File: config.mk
export PLATFORM = sky130hd
export DESIGN_NAME = constrained_basis_flip_matrix_rows
export DESIGN_NICKNAME = d
export VERILOG_FILES = /design/src/design/cbfm_pkg.sv /design/src/design/cbfm_legal.sv /design/src/design/cbfm_table.sv /design/src/design/constrained_basis_flip_matrix_rows.sv
export VERILOG_INCLUDE_DIRS = /design/src /design/src/design
export SDC_FILE = /design/constraint.sdc
export NUM_CORES = 2
export LEC_CHECK = 0
export BUFFER_PORTS_ARGS = -buffer_cell sky130_fd_sc_hd__buf_2
export CELL_PAD_IN_SITES_DETAIL_PLACEMENT = 1
export CELL_PAD_IN_SITES_GLOBAL_PLACEMENT = 2
export CORE_MARGIN = 2
export CORE_UTILIZATION = 42
export CTS_CLUSTER_SIZE = 25
export DETAILED_ROUTE_END_ITERATION = 12
export GPL_ROUTABILITY_DRIVEN = 0
export HOLD_SLACK_MARGIN = 0.03
export PLACE_DENSITY = 0.82
export SYNTH_ARGS = -nofsm -noshare
export SYNTH_HDL_FRONTEND = slang
export SYNTH_SLANG_ARGS = --single-unit
export TNS_END_PERCENT = 1
File: constraint.sdc
create_clock -name i_clk -period 6.1 [get_ports i_clk]
set_input_delay 1.22 -clock i_clk [delete_from_list [all_inputs] [get_ports i_clk]]
set_output_delay 1.22 -clock i_clk [all_outputs]
set_load 0.02 [all_outputs]
File: src/design/assert_macros.svh
// ----------------------------------------------------------------------------
// assert_macros.svh
// Concurrent assertion shorthands, clocked on i_clk, off while i_rst_n is low.
// ----------------------------------------------------------------------------
`ifndef ASSERT_MACROS_SVH
`define ASSERT_MACROS_SVH

// property holds at every edge
`define ASSERT_ALWAYS(label, prop, msg) \
    label: assert property (@(posedge i_clk) disable iff (!i_rst_n) (prop)) \
        else $error(msg);

// same-cycle implication
`define ASSERT_IMPL(label, pre, post, msg) \
    label: assert property (@(posedge i_clk) disable iff (!i_rst_n) (pre) |-> (post)) \
        else $error(msg);

// next-cycle implication
`define ASSERT_NEXT(label, pre, post, msg) \
    label: assert property (@(posedge i_clk) disable iff (!i_rst_n) (pre) |=> (post)) \
        else $error(msg);

`endif

File: src/design/cbfm_pkg.sv
// ----------------------------------------------------------------------------
// cbfm_pkg
// Shared constants for the constrained basis table and flip-row generator.
// ----------------------------------------------------------------------------
`default_nettype none

package cbfm_pkg;

    // parameter defaults
    localparam int MAX_SITES_DEF   = 10;
    localparam int TABLE_DEPTH_DEF = 256;

    // fixed field widths
    localparam int KET_W       = 8;
    localparam int CFG_W       = 4;
    localparam int CFG_IDX_W   = 2;
    localparam int WEIGHT_W    = 2;
    localparam int STATUS_W    = 2;

    // configuration register indexes
    localparam logic [CFG_IDX_W-1:0] CFG_NUM_SITES = 2'd0;
    localparam logic [CFG_IDX_W-1:0] CFG_PERIODIC  = 2'd1;
    localparam logic [CFG_IDX_W-1:0] CFG_PAIR_MODE = 2'd2;

    // configuration reset values
    localparam logic [CFG_W-1:0] NUM_SITES_RST = 4'd10;
    localparam logic             PERIODIC_RST  = 1'b1;
    localparam logic             PAIR_MODE_RST = 1'b1;

    // commands
    localparam logic CMD_BUILD = 1'b0;
    localparam logic CMD_ROW   = 1'b1;

    // status codes
    localparam logic [STATUS_W-1:0] ST_OK    = 2'd0;
    localparam logic [STATUS_W-1:0] ST_MISS  = 2'd1;
    localparam logic [STATUS_W-1:0] ST_RANGE = 2'd2;

    // matrix element values
    localparam logic [WEIGHT_W-1:0] WT_NONE = 2'd0;
    localparam logic [WEIGHT_W-1:0] WT_ONE  = 2'd1;
    localparam logic [WEIGHT_W-1:0] WT_TWO  = 2'd2;

endpackage

`default_nettype wire

File: src/design/cbfm_legal.sv
// ----------------------------------------------------------------------------
// cbfm_legal
// Neighbor-exclusion check of one basis word, shared by build and row flips.
// ----------------------------------------------------------------------------
`default_nettype none

module cbfm_legal #(
    parameter int MAX_SITES = cbfm_pkg::MAX_SITES_DEF,
    localparam int JW = $clog2(MAX_SITES + 1)
) (
    input  wire logic [MAX_SITES-1:0] i_word,
    input  wire logic [JW-1:0]        i_num_sites,
    input  wire logic                 i_periodic,
    output logic                      o_legal
);

    import cbfm_pkg::*;

    logic [JW-1:0]        pairs;
    logic [MAX_SITES-1:0] nxt;
    logic [MAX_SITES-1:0] chk;

    // periodic: n neighbor pairs, open: n-1
    assign pairs = i_periodic ? i_num_sites : (i_num_sites - JW'(1));

    for (genvar g = 0; g < MAX_SITES; g++) begin : g_site
        if (g == MAX_SITES - 1) begin : g_top
            assign nxt[g] = i_word[0];
        end else begin : g_mid
            assign nxt[g] = (JW'(g + 1) == i_num_sites) ? i_word[0] : i_word[g + 1];
        end
        assign chk[g] = (JW'(g) < pairs);
    end

    assign o_legal = ~|(i_word & nxt & chk);

endmodule

`default_nettype wire

File: src/design/cbfm_table.sv
// ----------------------------------------------------------------------------
// cbfm_table
// Basis word memory: one write port, one registered read port.
// ----------------------------------------------------------------------------
`default_nettype none

module cbfm_table #(
    parameter int MAX_SITES   = cbfm_pkg::MAX_SITES_DEF,
    parameter int TABLE_DEPTH = cbfm_pkg::TABLE_DEPTH_DEF,
    localparam int ADDR_W = (TABLE_DEPTH > 1) ? $clog2(TABLE_DEPTH) : 1
) (
    input  wire logic                 i_clk,
    input  wire logic                 i_wr_en,
    input  wire logic [ADDR_W-1:0]    i_wr_addr,
    input  wire logic [MAX_SITES-1:0] i_wr_data,
    input  wire logic [ADDR_W-1:0]    i_rd_addr,
    output logic [MAX_SITES-1:0]      o_rd_data
);

    import cbfm_pkg::*;

    logic [MAX_SITES-1:0] mem [TABLE_DEPTH];

    always_ff @(posedge i_clk) begin
        if (i_wr_en) begin
            mem[i_wr_addr] <= i_wr_data;
        end
    end

    always_ff @(posedge i_clk) begin
        o_rd_data <= mem[i_rd_addr];
    end

endmodule

`default_nettype wire

File: src/design/constrained_basis_flip_matrix_rows.sv
// Build: enumerate all 2^n words and store the legal ones, then the result (n = sites in use).
// Row: fetch the ket word from the table, then for each flip candidate a legality
//   check; a legal flip runs a binary search over the table read port, then a
//   hit check, and a miss ends the row.
// One transaction at a time: o_in_ready is high only in the idle state.
// Reset (synchronous, i_rst_n low): config to 10 sites / periodic / pair mode,
//   table count to zero, sequencer idle, output empty. Table memory is not cleared.
// ----------------------------------------------------------------------------
// constrained_basis_flip_matrix_rows
// Builds a table of basis words with no two adjacent set bits, then emits
// (ket, bra, weight) matrix entries for single or pair bit flips of a ket.
// ----------------------------------------------------------------------------
`default_nettype none

`include "assert_macros.svh"

module constrained_basis_flip_matrix_rows #(
    parameter int MAX_SITES   = cbfm_pkg::MAX_SITES_DEF,
    parameter int TABLE_DEPTH = cbfm_pkg::TABLE_DEPTH_DEF,
    localparam int ADDR_W = (TABLE_DEPTH > 1) ? $clog2(TABLE_DEPTH) : 1,
    localparam int CNT_W  = $clog2(TABLE_DEPTH + 1)
) (
    input  wire logic                             i_clk,
    input  wire logic                             i_rst_n,
    // configuration write port
    input  wire logic                             i_cfg_wr_en,
    input  wire logic [cbfm_pkg::CFG_IDX_W-1:0]   i_cfg_index,
    input  wire logic [cbfm_pkg::CFG_W-1:0]       i_cfg_data,
    // input channel
    input  wire logic                             i_in_valid,
    output logic                                  o_in_ready,
    input  wire logic                             i_cmd,
    input  wire logic [cbfm_pkg::KET_W-1:0]       i_ket_index,
    // output channel
    output logic                                  o_out_valid,
    input  wire logic                             i_out_ready,
    output logic [cbfm_pkg::KET_W-1:0]            o_ket_out,
    output logic [ADDR_W-1:0]                     o_bra_index,
    output logic [cbfm_pkg::WEIGHT_W-1:0]         o_weight,
    output logic [CNT_W-1:0]                      o_table_size,
    output logic [cbfm_pkg::STATUS_W-1:0]         o_status,
    output logic                                  o_last
);

    import cbfm_pkg::*;

    localparam int W  = MAX_SITES;
    localparam int JW = $clog2(MAX_SITES + 1);
    localparam int CW = (CNT_W > KET_W) ? CNT_W : KET_W;

    // sequencer states
    localparam logic [3:0] S_IDLE      = 4'd0;
    localparam logic [3:0] S_BUILD     = 4'd1;
    localparam logic [3:0] S_SRC_RD    = 4'd2;
    localparam logic [3:0] S_SRC_LATCH = 4'd3;
    localparam logic [3:0] S_FLIP      = 4'd4;
    localparam logic [3:0] S_LOOK      = 4'd5;
    localparam logic [3:0] S_CMP       = 4'd6;
    localparam logic [3:0] S_HIT_RD    = 4'd7;
    localparam logic [3:0] S_HIT_CMP   = 4'd8;
    localparam logic [3:0] S_PUSH      = 4'd9;
    localparam logic [3:0] S_TAIL      = 4'd10;

    // configuration
    logic [CFG_W-1:0]    r_num_sites, n_num_sites;
    logic                r_periodic, n_periodic;
    logic                r_pair_mode, n_pair_mode;

    // sequencer and datapath
    logic [3:0]          r_state, n_state;
    logic [W-1:0]        r_w, n_w;            // build enumeration word
    logic [CNT_W-1:0]    r_count, n_count;    // legal words in table
    logic [KET_W-1:0]    r_ket, n_ket;
    logic [W-1:0]        r_src, n_src;        // ket word
    logic [JW-1:0]       r_j1, n_j1;
    logic [JW-1:0]       r_j2, n_j2;
    logic [W-1:0]        r_word, n_word;      // flipped word under search
    logic [WEIGHT_W-1:0] r_wt, n_wt;
    logic [CNT_W-1:0]    r_lo, n_lo;
    logic [CNT_W-1:0]    r_hi, n_hi;
    logic [ADDR_W-1:0]   r_mid, n_mid;

    // one held-back hit, so the final one can carry last
    logic                r_pend_valid, n_pend_valid;
    logic [ADDR_W-1:0]   r_pend_bra, n_pend_bra;
    logic [WEIGHT_W-1:0] r_pend_wt, n_pend_wt;

    // closing result of a transaction: build done, ket out of range, or miss
    logic                r_tail, n_tail;
    logic [STATUS_W-1:0] r_tail_st, n_tail_st;

    // output register
    logic                r_out_valid, n_out_valid;
    logic [KET_W-1:0]    r_out_ket, n_out_ket;
    logic [ADDR_W-1:0]   r_out_bra, n_out_bra;
    logic [WEIGHT_W-1:0] r_out_wt, n_out_wt;
    logic [CNT_W-1:0]    r_out_size, n_out_size;
    logic [STATUS_W-1:0] r_out_st, n_out_st;
    logic                r_out_last, n_out_last;

    // combinational helpers
    logic [JW-1:0]       n_use;
    logic [W-1:0]        last_word;
    logic [W-1:0]        flip_word;
    logic [W-1:0]        chk_word;
    logic                legal;
    logic                pair_step;
    logic                row_done;
    logic [CNT_W-1:0]    mid;
    logic [CNT_W-1:0]    lo_nx;
    logic [CNT_W-1:0]    hi_nx;
    logic                slot_free;
    logic                out_ld;
    logic [ADDR_W-1:0]   ld_bra;
    logic [WEIGHT_W-1:0] ld_wt;
    logic [STATUS_W-1:0] ld_st;
    logic                ld_last;
    logic                tbl_wr_en;
    logic [ADDR_W-1:0]   tbl_rd_addr;
    logic [W-1:0]        tbl_rd_data;

    // site count clamped to 2..MAX_SITES
    always_comb begin
        if (r_num_sites < CFG_W'(2)) begin
            n_use = JW'(2);
        end else if (r_num_sites > CFG_W'(MAX_SITES)) begin
            n_use = JW'(MAX_SITES);
        end else begin
            n_use = JW'(r_num_sites);
        end
    end

    assign last_word = ~({W{1'b1}} << n_use);
    assign flip_word = r_src ^ (W'(1) << r_j1) ^ (r_pair_mode ? (W'(1) << r_j2) : '0);
    // the one legality unit serves enumeration during build and flips during a row
    assign chk_word  = (r_state == S_BUILD) ? r_w : flip_word;

    cbfm_legal #(
        .MAX_SITES   (MAX_SITES)
    ) u_legal (
        .i_word      (chk_word),
        .i_num_sites (n_use),
        .i_periodic  (r_periodic),
        .o_legal     (legal)
    );

    // flip order: j1 ascending, and in pair mode j2 from j1 up
    assign pair_step = r_pair_mode && ((r_j2 + JW'(1)) < n_use);
    assign row_done  = !pair_step && ((r_j1 + JW'(1)) >= n_use);

    // lower-bound search step
    assign mid   = r_lo + ((r_hi - r_lo) >> 1);
    assign lo_nx = (tbl_rd_data < r_word) ? (CNT_W'(r_mid) + CNT_W'(1)) : r_lo;
    assign hi_nx = (tbl_rd_data < r_word) ? r_hi : CNT_W'(r_mid);

    assign tbl_wr_en   = (r_state == S_BUILD) && legal && (r_count < CNT_W'(TABLE_DEPTH));
    assign tbl_rd_addr = (r_state == S_SRC_RD) ? ADDR_W'(r_ket) :
                         (r_state == S_LOOK)   ? ADDR_W'(mid)   : ADDR_W'(r_lo);

    cbfm_table #(
        .MAX_SITES   (MAX_SITES),
        .TABLE_DEPTH (TABLE_DEPTH)
    ) u_table (
        .i_clk       (i_clk),
        .i_wr_en     (tbl_wr_en),
        .i_wr_addr   (ADDR_W'(r_count)),
        .i_wr_data   (r_w),
        .i_rd_addr   (tbl_rd_addr),
        .o_rd_data   (tbl_rd_data)
    );

    assign slot_free = !r_out_valid || i_out_ready;

    always_comb begin
        n_num_sites  = r_num_sites;
        n_periodic   = r_periodic;
        n_pair_mode  = r_pair_mode;
        n_state      = r_state;
        n_w          = r_w;
        n_count      = r_count;
        n_ket        = r_ket;
        n_src        = r_src;
        n_j1         = r_j1;
        n_j2         = r_j2;
        n_word       = r_word;
        n_wt         = r_wt;
        n_lo         = r_lo;
        n_hi         = r_hi;
        n_mid        = r_mid;
        n_pend_valid = r_pend_valid;
        n_pend_bra   = r_pend_bra;
        n_pend_wt    = r_pend_wt;
        n_tail       = r_tail;
        n_tail_st    = r_tail_st;
        n_out_valid  = r_out_valid;
        n_out_ket    = r_out_ket;
        n_out_bra    = r_out_bra;
        n_out_wt     = r_out_wt;
        n_out_size   = r_out_size;
        n_out_st     = r_out_st;
        n_out_last   = r_out_last;
        out_ld       = 1'b0;
        ld_bra       = r_pend_bra;
        ld_wt        = r_pend_wt;
        ld_st        = ST_OK;
        ld_last      = 1'b0;

        if (i_cfg_wr_en) begin
            case (i_cfg_index)
                CFG_NUM_SITES: n_num_sites = i_cfg_data;
                CFG_PERIODIC:  n_periodic  = i_cfg_data[0];
                CFG_PAIR_MODE: n_pair_mode = i_cfg_data[0];
                default: ;
            endcase
        end

        if (r_out_valid && i_out_ready) begin
            n_out_valid = 1'b0;
        end

        case (r_state)
            S_IDLE: begin
                if (i_in_valid) begin
                    if (i_cmd == CMD_BUILD) begin
                        n_ket   = '0;
                        n_count = '0;
                        n_w     = '0;
                        n_state = S_BUILD;
                    end else begin
                        n_ket = i_ket_index;
                        if (CW'(i_ket_index) >= CW'(r_count)) begin
                            n_tail    = 1'b1;
                            n_tail_st = ST_RANGE;
                            n_state   = S_TAIL;
                        end else begin
                            n_tail  = 1'b0;
                            n_state = S_SRC_RD;
                        end
                    end
                end
            end
            S_BUILD: begin
                if (tbl_wr_en) begin
                    n_count = r_count + CNT_W'(1);
                end
                n_w = r_w + W'(1);
                if (r_w == last_word) begin
                    n_tail    = 1'b1;
                    n_tail_st = ST_OK;
                    n_state   = S_TAIL;
                end
            end
            S_SRC_RD: begin
                n_state = S_SRC_LATCH;
            end
            S_SRC_LATCH: begin
                n_src   = tbl_rd_data;
                n_j1    = '0;
                n_j2    = '0;
                n_state = S_FLIP;
            end
            S_FLIP: begin
                if (legal) begin
                    n_word  = flip_word;
                    n_wt    = (r_pair_mode && (r_j1 != r_j2)) ? WT_TWO : WT_ONE;
                    n_lo    = '0;
                    n_hi    = r_count;
                    n_state = S_LOOK;
                end else if (row_done) begin
                    n_state = S_TAIL;
                end else if (pair_step) begin
                    n_j2 = r_j2 + JW'(1);
                end else begin
                    n_j1 = r_j1 + JW'(1);
                    n_j2 = r_j1 + JW'(1);
                end
            end
            S_LOOK: begin
                n_mid   = ADDR_W'(mid);
                n_state = S_CMP;
            end
            S_CMP: begin
                n_lo    = lo_nx;
                n_hi    = hi_nx;
                n_state = (lo_nx < hi_nx) ? S_LOOK : S_HIT_RD;
            end
            S_HIT_RD: begin
                n_state = S_HIT_CMP;
            end
            S_HIT_CMP: begin
                if ((r_lo < r_count) && (tbl_rd_data == r_word)) begin
                    n_state = S_PUSH;
                end else begin
                    n_tail    = 1'b1;
                    n_tail_st = ST_MISS;
                    n_state   = S_TAIL;
                end
            end
            S_PUSH: begin
                if (!r_pend_valid || slot_free) begin
                    out_ld       = r_pend_valid;
                    n_pend_valid = 1'b1;
                    n_pend_bra   = ADDR_W'(r_lo);
                    n_pend_wt    = r_wt;
                    if (row_done) begin
                        n_state = S_TAIL;
                    end else begin
                        n_state = S_FLIP;
                        if (pair_step) begin
                            n_j2 = r_j2 + JW'(1);
                        end else begin
                            n_j1 = r_j1 + JW'(1);
                            n_j2 = r_j1 + JW'(1);
                        end
                    end
                end
            end
            S_TAIL: begin
                if (!r_pend_valid && !r_tail) begin
                    // row with no legal flip: nothing to report
                    n_state = S_IDLE;
                end else if (slot_free) begin
                    out_ld = 1'b1;
                    if (r_pend_valid) begin
                        ld_last      = !r_tail;
                        n_pend_valid = 1'b0;
                        if (!r_tail) begin
                            n_state = S_IDLE;
                        end
                    end else begin
                        ld_bra  = '0;
                        ld_wt   = WT_NONE;
                        ld_st   = r_tail_st;
                        ld_last = 1'b1;
                        n_tail  = 1'b0;
                        n_state = S_IDLE;
                    end
                end
            end
            default: begin
                n_state = S_IDLE;
            end
        endcase

        if (out_ld) begin
            n_out_valid = 1'b1;
            n_out_ket   = r_ket;
            n_out_bra   = ld_bra;
            n_out_wt    = ld_wt;
            n_out_size  = r_count;
            n_out_st    = ld_st;
            n_out_last  = ld_last;
        end
    end

    // control state
    always_ff @(posedge i_clk) begin
        if (!i_rst_n) begin
            r_num_sites  <= NUM_SITES_RST;
            r_periodic   <= PERIODIC_RST;
            r_pair_mode  <= PAIR_MODE_RST;
            r_state      <= S_IDLE;
            r_count      <= '0;
            r_pend_valid <= 1'b0;
            r_tail       <= 1'b0;
            r_out_valid  <= 1'b0;
        end else begin
            r_num_sites  <= n_num_sites;
            r_periodic   <= n_periodic;
            r_pair_mode  <= n_pair_mode;
            r_state      <= n_state;
            r_count      <= n_count;
            r_pend_valid <= n_pend_valid;
            r_tail       <= n_tail;
            r_out_valid  <= n_out_valid;
        end
    end

    // payload
    always_ff @(posedge i_clk) begin
        r_w        <= n_w;
        r_ket      <= n_ket;
        r_src      <= n_src;
        r_j1       <= n_j1;
        r_j2       <= n_j2;
        r_word     <= n_word;
        r_wt       <= n_wt;
        r_lo       <= n_lo;
        r_hi       <= n_hi;
        r_mid      <= n_mid;
        r_pend_bra <= n_pend_bra;
        r_pend_wt  <= n_pend_wt;
        r_tail_st  <= n_tail_st;
        r_out_ket  <= n_out_ket;
        r_out_bra  <= n_out_bra;
        r_out_wt   <= n_out_wt;
        r_out_size <= n_out_size;
        r_out_st   <= n_out_st;
        r_out_last <= n_out_last;
    end

    assign o_in_ready   = (r_state == S_IDLE);
    assign o_out_valid  = r_out_valid;
    assign o_ket_out    = r_out_ket;
    assign o_bra_index  = r_out_bra;
    assign o_weight     = r_out_wt;
    assign o_table_size = r_out_size;
    assign o_status     = r_out_st;
    assign o_last       = r_out_last;

    // a held-back hit never survives past the end of a transaction
    `ASSERT_IMPL(a_idle_no_pend, r_state == S_IDLE, !r_pend_valid, "pending hit left at idle")
    // search window stays inside the filled part of the table
    `ASSERT_IMPL(a_search_window, (r_state == S_LOOK) || (r_state == S_CMP), (r_lo < r_hi) && (r_hi <= r_count), "search window out of bounds")
    // an accepted transaction blocks the input until it completes
    `ASSERT_NEXT(a_busy_after_accept, i_in_valid && o_in_ready, !o_in_ready, "ready stayed high after accept")
    // error results close the transaction and carry no weight
    `ASSERT_IMPL(a_err_closes, o_out_valid && (o_status != ST_OK), o_last && (o_weight == WT_NONE), "error result not final")
    `ASSERT_ALWAYS(a_count_bound, r_count <= CNT_W'(TABLE_DEPTH), "table count beyond depth")

endmodule

`default_nettype wire

; ---- Yosys cells after proc, flatten, opt, wreduce, memory -nomap -nowiden
; Memory sizes are Yosys's and may differ from the RTL's. A register that Yosys moved wholly into a read port is not among the register bits.
; Cells that the tools add are included.
[word_totals]
reg_bits = 138
ram_bits = 2560
wordCells = 238
memories = 1
[op_classes]
addsub = 8
magnitude_cmp = 19
eq_ne = 40
shifts = 3
mux = 91
n_bitwise = 8
reduce_logical = 41
[mem_list]
columns = name, depth, width, read_ports, rd_clocked_by_memory_dff, write_ports, line
row1 = u_table.mem, 256, 10, 1, 1, 1, cbfm_table.sv:22  ; logic [MAX_SITES-1:0] mem [TABLE_DEPTH];
[ops]
columns = cell, count
row1 = 4-bit two-way mux, 23
row2 = 9-bit two-way mux, 7
row3 = 9-bit case mux with 2 select lines, 3
row4 = 8-bit two-way mux, 6
row5 = 4-bit case mux with 11 select lines, 1
row6 = 10-bit two-way mux, 4
row7 = 1-bit two-way mux, 28
row8 = 2-bit two-way mux, 12
row9 = 4-bit case mux with 3 select lines, 2
row10 = 10-bit bitwise AND, 2
row11 = 10-bit equality test, 2
row12 = 10-bit case mux with 2 select lines, 1
row13 = "1-bit by 4-bit left shift with 10-bit output, first input constant", 2
row14 = 10-bit bitwise XOR, 2
row15 = 9-bit < comparator, 2
row16 = "2-bit != test, second input constant", 9
row17 = "3-bit by 4-bit equality test with 1-bit output, first input constant", 4
row18 = "4-bit by 3-bit equality test with 1-bit output, second input constant", 4
row19 = "3-bit by 4-bit < comparator with 1-bit output, first input constant", 4
row20 = 2-bit AND reduction, 7
row21 = "4-bit equality test, second input constant", 3
row22 = 6-bit AND reduction, 2
row23 = "10-bit by 1-bit adder with 10-bit output, second input constant", 1
row24 = 10-bit < comparator, 1
row25 = 46 further kinds, 78

; ---- Depth between registers and ports, before layout
[depth]
depth_word = 13
depth_mapped = 21
ltp_nobuf = 19

; ---- Cells and area by module
; A second synthesis with hierarchy kept.
[hier_totals]
cells_unflattened = 5535
area_unflattened_um2 = 108130.0
[modules_own_cells]
columns = module, instances, cells_per_inst, area_each_um2, seq_area_each_um2
row1 = cbfm_table, 1, 4642, 99253.9, 77073.9
row2 = constrained_basis_flip_matrix_rows, 1, 823, 8345.5, 3923.8
row3 = cbfm_legal, 1, 70, 530.5, 0.0

; ---- Worst setup path before layout
; No wires, ideal clock.
[synth_path]
path_kind = reg2reg
from = reg r_w[0]
to = mem u_table.mem[240][0] (netlist name) (enable)
setup_time_ps = 292
arrival_time_ps = 5596
slack_ps = 212
stages_incl_launch_ff = 12
path_buffers = 3
cell_sequence = edfxtp_1 > clkbuf_1 > nand2_1 > a21boi_1 > a2111o_1 > and4_1 > o2111ai_2 > buf_6 > nor2_4 > nand3_1 > clkbuf_1 > nor2_1
[synth_via]
elab_chain_cells = 10
word_cells_on_any_way = 18
classes_between = mux (12) / bitwise (2) / reduce/logical (4)
[synth_lines]
columns = item, line
row1 = start: declaration, constrained_basis_flip_matrix_rows.sv:71  ; logic [W-1:0] r_w, n_w;
row2 = start signal: assignment, constrained_basis_flip_matrix_rows.sv:381  ; r_w <= n_w;
row3 = 10-bit two-way mux (*), constrained_basis_flip_matrix_rows.sv:136  ; assign chk_word = (r_state == S_BUILD) ? r_w : flip_word;
row4 = 1-bit two-way mux, cbfm_legal.sv:30  ; assign nxt[g] = (JW'(g + 1) == i_num_sites) ? i_word[0] : i_word[g + 1];
row5 = 10-bit bitwise AND (*) (2 in series), cbfm_legal.sv:35  ; assign o_legal = ~|(i_word & nxt & chk);
row6 = 10-bit OR reduction (*), cbfm_legal.sv:35
row7 = 1-bit logical NOT (*), cbfm_legal.sv:35
row8 = 1-bit logical AND (*) (2 in series), constrained_basis_flip_matrix_rows.sv:156  ; assign tbl_wr_en = (r_state == S_BUILD) && legal && (r_count < CNT_W'(TABLE_DEPTH));
row9 = 1-bit two-way mux (*), cbfm_table.sv:25  ; if (i_wr_en) begin
row10 = 1-bit two-way mux (not written as such) (*), cbfm_table.sv:26  ; mem[i_wr_addr] <= i_wr_data;
row11 = end: declaration, cbfm_table.sv:22
; Mark *: on every way between the ends. The rest lies on a longest branch, timed or not.

; ---- Worst setup path after layout
[layout_path]
from = reg r_hi[0]
to = reg u_table.o_rd_data[7], read port of u_table.mem
[layout_via]
elab_chain_cells = 4
[layout_lines]
columns = item, line
row1 = start: declaration, constrained_basis_flip_matrix_rows.sv:80  ; logic [CNT_W-1:0] r_hi, n_hi;
row2 = start signal: assignment, constrained_basis_flip_matrix_rows.sv:389  ; r_hi <= n_hi;
row3 = 9-bit subtractor, constrained_basis_flip_matrix_rows.sv:152  ; assign mid = r_lo + ((r_hi - r_lo) >> 1);
row4 = 8-bit adder, constrained_basis_flip_matrix_rows.sv:152
row5 = 8-bit two-way mux, constrained_basis_flip_matrix_rows.sv:158  ; (r_state == S_LOOK) ? ADDR_W'(mid) : ADDR_W'(r_lo);
row6 = 8-bit two-way mux, constrained_basis_flip_matrix_rows.sv:157  ; assign tbl_rd_addr = (r_state == S_SRC_RD) ? ADDR_W'(r_ket) :
row7 = end: declaration, cbfm_table.sv:17  ; output logic [MAX_SITES-1:0] o_rd_data
; Every way passes these cells.
; A chain may end at the register's enable or synchronous reset.

==> metrics.md <==
| Metric | Value |
|---|---|
| Status | finished, violations left |
| Failing checks | capacitance limit |
| Met2 WL | approximately 170 mm |
| Post-route setup slack | between 150 and 200 ps |
| Placed Cells | 11600 |
| Worst-case clock buffer depth | 4 |
| Clk root buf | clkbuf_16 |
| Pin count of the biggest net entering global routing | 199 |
| Met1 Routed Length | 143 mm |
| Static Leak | 43.5 nW |
| Initial antenna violation count | 17 |
| Fin cells | 12100 |
| CP max FO | between 60 and 70 |
| First-pass GRT wire length | between 500 and 600 mm |
| Total GRT Usage | 26.0% |
| Detailed Routing Iterations Pass 1 | 6 |
| Final Max Slew Viols | 0 |
| Yosys cell types | 90 |
| CTS tree | built |
| Final Util | 48.6% |
| Critical setup path kind | reg -> reg |
| Clk slew on worst S/H paths | ~60 ps |
| Total CTS buffers | 299 |
| Critical Path RT | ~6900 ps |
| Commonest cells post-synth | 2676 x edfxtp_1, 1928 x nand2_1, 467 x a311oi_1 |
| Total grt overflow | 0 |
| Dpl ws | -131 ps |
| Hold Crit Endpoint | r_pend_wt[1]$_DFFE_PP_ |
| Syn Area/Cell | 13.9 µm² |
| Critical R2R Launch | r_hi[0]$_DFFE_PP_ |
| Port bufs | 51 |
| Routed WL | 359 mm |
| Final Power | 55.5 mW |
| Post-route clock period utilization | 97.0% |
| CP max stage delay | 780 ps |
| Share of layout cells above drive strength 1 | 13.5% |
| Clock Latency Late Sink | 970 ps |
| Multi-input logic area | around 0.028 mm² |
| Ys Warns | 0 |
| RSZ-0062 raised after global routing | no |
| Largest area contributor in the netlist | edfxtp_1 |
| Tmin final | 5920 ps |
| Die Span Y | roughly 520 µm |
| Setup Viol. Count Final | 0 |
| Met3 WL | 30.3 mm |
| Final net count | between 8000 and 9000 |
| Chip width | roughly 520 µm |
| F_max | 169 MHz |
| Worst setup EP type | flop |
| DRC | 0 |
| R2R Path End | u_table.o_rd_data[7]$_DFF_P_ |
| IO Pins | 52 |
| Normalized max-slew margin | 0.693% |
| Starting density of the core | 42.3% |
| Hold buffer count at cts | 0 |
| Worst Hold Depth | 0 |
| Filler Cell Count | roughly 26000 |
| Hold Path Class | reg -> reg |
| Pwr dens | about 430 mW/mm² |
| Setup Buffers After CTS | 0 |
| Final clock skew | 53.3 ps |
| Hold Crit Start | r_wt[1]$_DFFE_PP_ |
| # rows | 188 |
| DP HPWL | ~210 mm |
| Asr flop ratio synth | 0% |
| Post-synth EDFFs | roughly 2700 |
| Synth top area share | between 70 and 80% |
| DR vias/cell | 6.08 |
| Most used DFF post-synth | edfxtp_1 |
| Worst-margin pin slew | 1490 ps |
| Top-count cell post-synth | edfxtp_1 |
| Register area share after synthesis | 72.8% |
| Syn Std Cell Area | approximately 0.11 mm² |
| Worst R2R Path Depth | 18 |
| DRT antenna net count | 0 |
| Top layer reached by signal wires | met5 |
| FF+latch area | 0.0810 mm² |
| Final Hold Viols | 0 |
| P&R area growth vs syn | 15.0% |
| CP Cell Sequence | inv_1 -> nand2_1 -> fa_1 -> ha_1 -> inv_1 -> fa_1 -> nand2b_1 -> o221ai_4 -> buf_12 -> buf_12 -> a21boi_0 -> a211oi_1 -> a311oi_1 -> nor4_1 -> mux2i_1 -> mux2_2 -> a32oi_1 -> o211ai_1 |
| Vias in the first global route | 75200 |
| Mapped Nets | a little over 8000 |
| CORE AREA | 0.263 mm² |
| WP data arrival | 6690 ps |
| Fin Setup TNS | 0 ps |
| Clock sinks | 2708 |
| Initial drt markers | just over 9000 |
| Die Area | 0.269 mm² |
| Critical Path Source Type | flop |
| DR vias | 73700 |
| Max IR drop VDD | 0.00112 V |
| Cells after Synth | ~8000 |
| Drt wl/cell | ~30 µm |
| Resized cells post-CTS | 1 |
| Slowest CP cell | nor4_1 |
| Max_cap viols | 1 |
| R2r setup slk | 180 ps |
| Ranking of synthesized cells by area | edfxtp_1 72%, nand2_1 6.5%, a311oi_1 3.7% |
| #FFs+latches synth | 2708 |
| H-tree lvl count | 5 |
-- layout by cell type (no fill, tap or decap), types with 24 or more instances in the layout --
master	n
edfxtp_1	2676
nand2_1	1914
buf_4	528
a311oi_1	467
nor2_1	340
and3_1	325
clkbuf_16	305
a211oi_1	185
a21boi_0	159
a21oi_1	147
nor4_1	102
a31oi_1	92
a21o_1	82
ha_1	79
o22ai_1	75
nand3_1	72
buf_12	70
clkinv_1	68
inv_1	67
clkbuf_1	65
mux2i_1	63
o211ai_1	56
buf_2	51
mux4_2	46
o21ai_0	39
o41ai_1	37
clkinv_2	33
dfxtp_1	32
a22oi_1	30
xnor2_1	26
nor2b_1	25
and2_1	24
-- how the worst max path moves through the flow --
stage | startpoint | end | slack (ps)
global placement | r_hi[0]$_DFFE_PP_ | u_table.o_rd_data[6]$_DFF_P_ | -50
global route | r_hi[0]$_DFFE_PP_ | u_table.o_rd_data[6]$_DFF_P_ | 40
finish | r_hi[0]$_DFFE_PP_ | u_table.o_rd_data[7]$_DFF_P_ | 180
floorplan | r_w[0]$_SDFFCE_PN0P_ | u_table.mem[240][0]$_DFFE_PP_ | 210
CTS | r_hi[0]$_DFFE_PP_ | u_table.o_rd_data[6]$_DFF_P_ | 90
detailed placement | r_lo[1]$_SDFFCE_PN0P_ | u_table.o_rd_data[6]$_DFF_P_ | -130
-- power breakdown --
group	switching, mW	internal, mW	leakage [nW]
combinational	11.2	4.16	14.7
clock	7.24	9.98	4.42
sequential	0.269	22.7	24.5
total	18.7	36.8	43.5
-- per-layer routing --
| layer | up-vias | GRT usage [%] |
|---|---|---|
| met5 | - | 0 |
| met4 | 20 | 9.15 |
| met3 | 625 | 4.64 |
| met2 | 3400 | 42.4 |
| met1 | 38400 | 35.1 |
| li1 | 31300 | - |
-- state kept, by name (all words and copies together), names as in the netlist, 8 cells and up --
signal,cells
r_w,10
r_src,10
u_table.mem,2560
r_pend_bra,8
o_bra_index,8
u_table.o_rd_data,10
r_lo,9
o_table_size,9
o_ket_out,8
r_hi,9
r_word,10
r_ket,8
r_mid,8
r_count,9
-- worst max-delay path, delay by kind of cell (launching register included) --
family | cells | cell delay, ps
flip-flops | 1 | 360
multiplexers | 2 | 790
AO/OA/AOI/OAI | 6 | 1400
AND/OR/NAND/NOR | 3 | 980
buffers and inverters | 4 | 960
adder cells (fa/ha/maj) | 3 | 1240
-- through the flow --
step	hold WS [ps]	instance area, µm²
floorplan	400	111000
global placement	410	119000
detailed placement	415	119000
CTS	430	128000
global route	451	128000
finish	433	128000
-- layout make-up --
type / instances / area share (%)
sequential: 2708 / 63.3
multi-input combinational: 4668 / 21.5
timing repair buffer: 649 / 4.39
tap: 3515 / 3.44
antenna: 1 / 0.00196
clock buffer: 379 / 6.25
inverter: 69 / 0.204
clock inverter: 131 / 0.839
-- kinds of logic after synthesis --
| group | synth area share [%] |
|---|---|
| AOI/OAI and AO/OA | 9.92 |
| xor gates and xnor gates | 0.558 |
| adders and majority gates | 0.925 |
| buffers and inverters | 2.63 |
| DFF | 72.8 |
| muxes | 1.65 |
| and+or+nand+nor | 11.5 |
Power figures use the tool's default switching activity.
